===== config.mk =====
export PLATFORM = sky130hd
export DESIGN_NAME = hbs_ctrl
export DESIGN_NICKNAME = d
export VERILOG_FILES = /design/src/hdl/hbs_pkg.sv /design/src/hdl/hbs_ctrl.sv
export SDC_FILE = /design/constraint.sdc
export NUM_CORES = 1
export LEC_CHECK = 0
export BUFFER_PORTS_ARGS = -buffer_cell sky130_fd_sc_hd__buf_4
export CAP_MARGIN = 0
export CORE_MARGIN = 2
export CORE_UTILIZATION = 40
export CTS_CLUSTER_DIAMETER = 50
export DETAILED_ROUTE_END_ITERATION = 10
export MAX_ROUTING_LAYER = met4
export PLACE_DENSITY = 0.83
export RECOVER_POWER = 50
export SYNTH_ARGS = -nofsm -noshare
export SYNTH_HDL_FRONTEND = slang
export SYNTH_SLANG_ARGS = --single-unit

===== constraint.sdc =====
create_clock -name clk -period 2 [get_ports clk]
set_input_delay 0.5 -clock clk [delete_from_list [all_inputs] [get_ports clk]]
set_output_delay 0.5 -clock clk [all_outputs]
set_load 0.02 [all_outputs]

===== src/hdl/hbs_pkg.sv =====
// ----------------------------------------------------------------------------
// hbs_pkg
// Shared types and constants of the heightmap bilinear sampler.
// ----------------------------------------------------------------------------
package hbs_pkg;

    // Grid geometry
    localparam int GRID_COLS = 128;
    localparam int GRID_ROWS = 128;
    localparam int CELLS     = GRID_COLS * GRID_ROWS;
    localparam int ADDR_W    = $clog2(CELLS);
    localparam int XW        = $clog2(GRID_COLS);
    localparam int YW        = $clog2(GRID_ROWS);

    // Step counts of the sequenced units
    localparam int CNT_W      = 6;
    localparam int CORNERS    = 4;
    localparam int DIV_STEPS  = 32;
    localparam int SQRT_STEPS = 16;
    localparam int POLY_STEPS = 5;

    // Operation codes
    localparam logic [1:0] FUNC_WRITE  = 2'd0;
    localparam logic [1:0] FUNC_SAMPLE = 2'd1;
    localparam logic [1:0] FUNC_HILL   = 2'd2;

    // Request beat
    typedef struct packed {
        logic [1:0]         func;
        logic [6:0]         cell_x;
        logic [6:0]         cell_y;
        logic signed [15:0] cell_height;
        logic [14:0]        sample_x;
        logic [14:0]        sample_y;
        logic [6:0]         hill_radius;
        logic signed [15:0] hill_amplitude;
    } req_t;

    // Response beat
    typedef struct packed {
        logic signed [15:0] height_out;
        logic               in_range;
        logic               saturated;
    } rsp_t;

    // Controller to datapath
    typedef struct packed {
        logic clear_en;
        logic load;
        logic cnt_clr;
        logic corner_rd;
        logic corner_acc;
        logic cell_init;
        logic cell_next;
        logic div_step;
        logic sqrt_step;
        logic poly_step;
        logic amp_step;
        logic wr_step;
        logic out_load;
    } cmd_t;

    // Datapath to controller
    typedef struct packed {
        logic [1:0]       req_func;
        logic             req_sinr;
        logic             req_hill_skip;
        logic             clr_last;
        logic [CNT_W-1:0] cnt;
        logic             cell_in;
        logic             cell_last;
        logic             out_free;
    } sts_t;

endpackage


===== src/hdl/hbs_ctrl.sv =====
// ----------------------------------------------------------------------------
// hbs_ctrl
// Sequencer: clearing sweep, sample corner reads, hill cell walk.
// ----------------------------------------------------------------------------
module hbs_ctrl
    import hbs_pkg::*;
(
    input  logic clk,
    input  logic rst_n,
    input  logic req_valid,
    output logic req_stall,
    input  sts_t sts,
    output cmd_t cmd
);

    localparam logic [3:0] ST_CLEAR = 4'd0;
    localparam logic [3:0] ST_IDLE  = 4'd1;
    localparam logic [3:0] ST_SRD   = 4'd2;
    localparam logic [3:0] ST_SACC  = 4'd3;
    localparam logic [3:0] ST_HCELL = 4'd4;
    localparam logic [3:0] ST_HDIV  = 4'd5;
    localparam logic [3:0] ST_HSQRT = 4'd6;
    localparam logic [3:0] ST_HPOLY = 4'd7;
    localparam logic [3:0] ST_HAMP  = 4'd8;
    localparam logic [3:0] ST_HWR   = 4'd9;
    localparam logic [3:0] ST_DONE  = 4'd10;

    logic [3:0] state_reg;
    logic [3:0] state_next;

    assign req_stall = (state_reg != ST_IDLE);

    // Next state and commands
    always_comb
    begin
        state_next = state_reg;
        cmd        = '0;
        unique case (state_reg)
            ST_CLEAR:
            begin
                cmd.clear_en = 1'b1;
                if (sts.clr_last)
                begin
                    state_next = ST_IDLE;
                end
            end
            ST_IDLE:
            begin
                if (req_valid)
                begin
                    cmd.load    = 1'b1;
                    cmd.cnt_clr = 1'b1;
                    unique case (sts.req_func)
                        FUNC_SAMPLE: state_next = sts.req_sinr ? ST_SRD : ST_DONE;
                        FUNC_HILL:   state_next = sts.req_hill_skip ? ST_DONE : ST_HCELL;
                        default:     state_next = ST_DONE;
                    endcase
                end
            end
            ST_SRD:
            begin
                cmd.corner_rd  = 1'b1;
                cmd.corner_acc = (sts.cnt != '0);
                if (sts.cnt == CNT_W'(CORNERS - 1))
                begin
                    state_next = ST_SACC;
                end
            end
            ST_SACC:
            begin
                cmd.corner_acc = 1'b1;
                state_next     = ST_DONE;
            end
            ST_HCELL:
            begin
                cmd.cell_init = 1'b1;
                cmd.cnt_clr   = 1'b1;
                if (sts.cell_in)
                begin
                    state_next = ST_HDIV;
                end
                else
                begin
                    cmd.cell_next = 1'b1;
                    if (sts.cell_last)
                    begin
                        state_next = ST_DONE;
                    end
                end
            end
            ST_HDIV:
            begin
                cmd.div_step = 1'b1;
                if (sts.cnt == CNT_W'(DIV_STEPS - 1))
                begin
                    cmd.cnt_clr = 1'b1;
                    state_next  = ST_HSQRT;
                end
            end
            ST_HSQRT:
            begin
                cmd.sqrt_step = 1'b1;
                if (sts.cnt == CNT_W'(SQRT_STEPS - 1))
                begin
                    cmd.cnt_clr = 1'b1;
                    state_next  = ST_HPOLY;
                end
            end
            ST_HPOLY:
            begin
                cmd.poly_step = 1'b1;
                if (sts.cnt == CNT_W'(POLY_STEPS - 1))
                begin
                    state_next = ST_HAMP;
                end
            end
            ST_HAMP:
            begin
                cmd.amp_step = 1'b1;
                state_next   = ST_HWR;
            end
            ST_HWR:
            begin
                cmd.wr_step   = 1'b1;
                cmd.cell_next = 1'b1;
                state_next    = sts.cell_last ? ST_DONE : ST_HCELL;
            end
            ST_DONE:
            begin
                if (sts.out_free)
                begin
                    cmd.out_load = 1'b1;
                    state_next   = ST_IDLE;
                end
            end
            default:
            begin
                state_next = ST_IDLE;
            end
        endcase
    end

    // State register
    always_ff @(posedge clk or negedge rst_n)
    begin
        if (!rst_n)
        begin
            state_reg <= ST_CLEAR;
        end
        else
        begin
            state_reg <= state_next;
        end
    end

endmodule


==> impl_metrics.csv <==
group,metric,value,unit
floorplanning,die_area,1886,um^2
timing,relSlewSlack,0.6989,
finish,final_cell_mix,"buf_4 (37), nor2_1 (9), nand2_1 (7)",
logic_synthesis,synth-seq-cells,4,
finish,final_util,0.6655,
timing,hold_viol,0,
route,wl,2032,um
global_route,overflow,0,
logic_synthesis,ys_seq_area_frac,0.1610,
route,drt-pass1-iter-count,4,
cts,cts_sinks,4,
logic_synthesis,synth.avg_cell_area,7.231,um^2
finish,final_cells,143,
setup_path,crit_family,"simple AND/OR/NAND/NOR gates",
finish,area_delta_synth_final,59.36,%
logic_synthesis,synth_warnings,0,
timing,fin_skew,1.701,ps
timing,setup_viol,1,
timing,worstMarginPinSlew,450.5,ps
cts,cts_tree,"built",
placed_design,gp_congestion,0.8497,
global_route,grt_pass1_wl,3318,um
cts,hold_buffers,0,
cts,htree_levels,1,
global_route,top_usage_layer,"met2",
logic_synthesis,synthesis.area,621.8,um^2
global_route,antenna_found_initial,0,
global_route,grt_usage,0.2352,
global_route,grt_max_degree,15,
timing,post-route-period-util,1.037,
global_route,grt_pass1_vias,828,
logic_synthesis,synth_compound_area_frac,0.2897,
setup_path,max_stage_delay,360,ps
logic_synthesis,synth_edf_count,0,
cts,cts_made_buffers,3,
setup_path,path_buf_inv,2,
timing,min_period,2075,ps
logic_synthesis,yosysUniqueCellTypes,37,
route,vias,829,
floorplanning,die_w,43.43,um
outcome,status,"finished with violations",
setup_path,path_cells,"buf_6, nand3b_1, or3_4, a21oi_4, o21ai_2, nand2b_1, buf_6",
setup_path,crit_required,1500,ps
setup_path,slowest_stage,"or3_4",
finish,drive_gt1_frac,0.4488,
route,via_per_inst,5.797,
placed_design,dp_hpwl,1478,um
finish,final_nets,148,
pwr,ir_drop,0.0007973,V
logic_synthesis,synth_top_family_by_area,"simple AND/OR/NAND/NOR gates",
floorplanning,rows,14,
cts,clk_pin_slew,40,ps
setup_path,worstPathMaxFanout,3,
outcome,violations,"setup timing",
logic_synthesis,async_flop_share,1.000,
finish,multi_input_area,509.2,um^2
logic_synthesis,synth_xor_area_frac,0,
logic_synthesis,syn_inst,86,
logic_synthesis,yosys.area_share.simple,0.3481,
floorplanning,io-pin-count,31,
logic_synthesis,muxShareOfSynthArea,0.08249,
finish,diodes,0,
route,drc,0,
setup_path,worst_path_most_repeated_cell,"buf_6",
timing,hold_ws,86.24,ps
placed_design,portBuffers,30,
logic_synthesis,ys.flop_type,"dfrtp_1",
global_route,use_met1,0.2405,
logic_synthesis,synthAdderAreaFrac,0.04024,
pwr,power_density,1596,nW/um^2
placed_design,place_ws,-120.9,ps
cts,ctsRootBufferMaster,"clkbuf_4",
setup_path,critPathKind,"input port to output pin",
finish,final_common_cell,"buf_4",
cts,clock_latency,240,ps
logic_synthesis,syn-num-nets,105,
hold_path,hp-class,"input port to asynchronous set/reset pin",
finish,largest_reg_flops,4,
finish,fillCellCount,126,
timing,max_freq,482.0,MHz
finish,regArea,101.3,um^2
route,drt-initial-drc-count,31,
route,avgRoutedWirePerCell,14.21,um
global_route,use_met3,0.05417,
cts,cts_buffer_depth,2,
floorplanning,die_h,43.43,um
timing,rsz0062_at_grt,"yes",
job,drv_cap,0,
pwr,p_leak,0.0004614,uW
route,ant_nets,0,
setup_path,critical_path.startpoint_type,"input port",
setup_path,cp-end-kind,"output pin",
timing,setup_ws,-74.74,ps
placed_design,placed_cells,136,
setup_path,critPathArrivalTime,1570,ps
global_route,use_met2,0.4149,
floorplanning,coreArea,1489,um^2
timing,slew_viol_final,0,
floorplanning,start_util,0.4176,
metal layers:
layer | vias up | part of all wire
met1 | 396 | 0.42
met2 | 31 | 0.53
met5 | - | 0
li1 | 400 | -
met3 | 2 | 0.046
met4 | 0 | 0.0069
per-stage QoR:
stage	total power, uW	TNS [ps]	instance area, um^2
floorplan	974.0	0	621.8
global placement	1339	-46.92	908.4
detailed placement	1362	-138.6	908.4
CTS	1524	-29.38	972.2
global route	1684	-199.5	991.0
finish	1582	-74.74	991.0
power breakdown:
| group | switching (uW) | internal, uW | leakage (uW) |
|---|---|---|---|
| Combinational | 646 | 624 | 0.000400 |
| Sequential | 79.5 | 129 | 0.0000475 |
| Clock | 36.2 | 67.4 | 0.0000138 |
| Total | 761 | 821 | 0.000461 |
path summary, 6_finish.rpt:
check                                          from                  endpoint  slack (ps)  cells after the start
setup / recovery                             sts[8]                   cmd[10]         -70                      7
setup reg to reg           state_reg[0]$_DFFE_PN0P_  state_reg[3]$_DFFE_PN0P_          60                      7
min in group clk                             sts[4]  state_reg[2]$_DFFE_PN0P_         720                      4
max in group asynchronous                     rst_n  state_reg[2]$_DFFE_PN0P_        1710                      1
hold reg to reg            state_reg[3]$_DFFE_PN0P_  state_reg[3]$_DFFE_PN0P_         740                      2
hold / removal                                rst_n  state_reg[1]$_DFFE_PN0P_          90                      1
worst register-to-register path: cells and delay by family (launching register included):
family / cells / cell delay, ps
DFF: 1 / 510
buffers and inverters: 4 / 590
AOI/OAI and AO/OA: 2 / 400
muxes: 1 / 330
logic make-up (layout without fill, tap and decap cells):
kind of cell / Yosys count / in the layout
fa+ha+maj: 2 / 2
simple gates: 42 / 42
mux: 4 / 4
buf+inv: 11 / 52
flops: 4 / 4
compound gates: 23 / 23
cells in the mapped netlist, types with 2 or more instances:
| cell | number | area (um^2) |
|---|---|---|
| nor2b_1 | 3 | 18.77 |
| nor3_1 | 7 | 35.03 |
| mux2_4 | 2 | 30.03 |
| nor2_1 | 9 | 33.78 |
| a32oi_1 | 2 | 17.52 |
| nor4_1 | 2 | 12.51 |
| or3_1 | 2 | 12.51 |
| nand2b_1 | 4 | 25.02 |
| dfrtp_1 | 4 | 100.1 |
| nand3_1 | 2 | 10.01 |
| buf_2 | 3 | 15.01 |
| ha_1 | 2 | 25.02 |
| o21ai_0 | 7 | 35.03 |
| inv_1 | 5 | 18.77 |
| a21oi_1 | 4 | 20.02 |
| nand2_1 | 7 | 26.28 |
timing repair:
item,CTS,global route
gates cloned,0,0
pin swaps,3,0
setup endpoints to repair,3,4
resized for setup,8,7
setup buffers,3,1
final cells by class:
class | count | share of cell area
clock buffers | 3 | 0.02273
multi-input cells | 71 | 0.5139
well taps | 16 | 0.02020
flip-flops and latches | 4 | 0.1023
inverters | 6 | 0.02273
repair buffers | 43 | 0.3182
No activity file was read; power rests on OpenSTA's default activity.
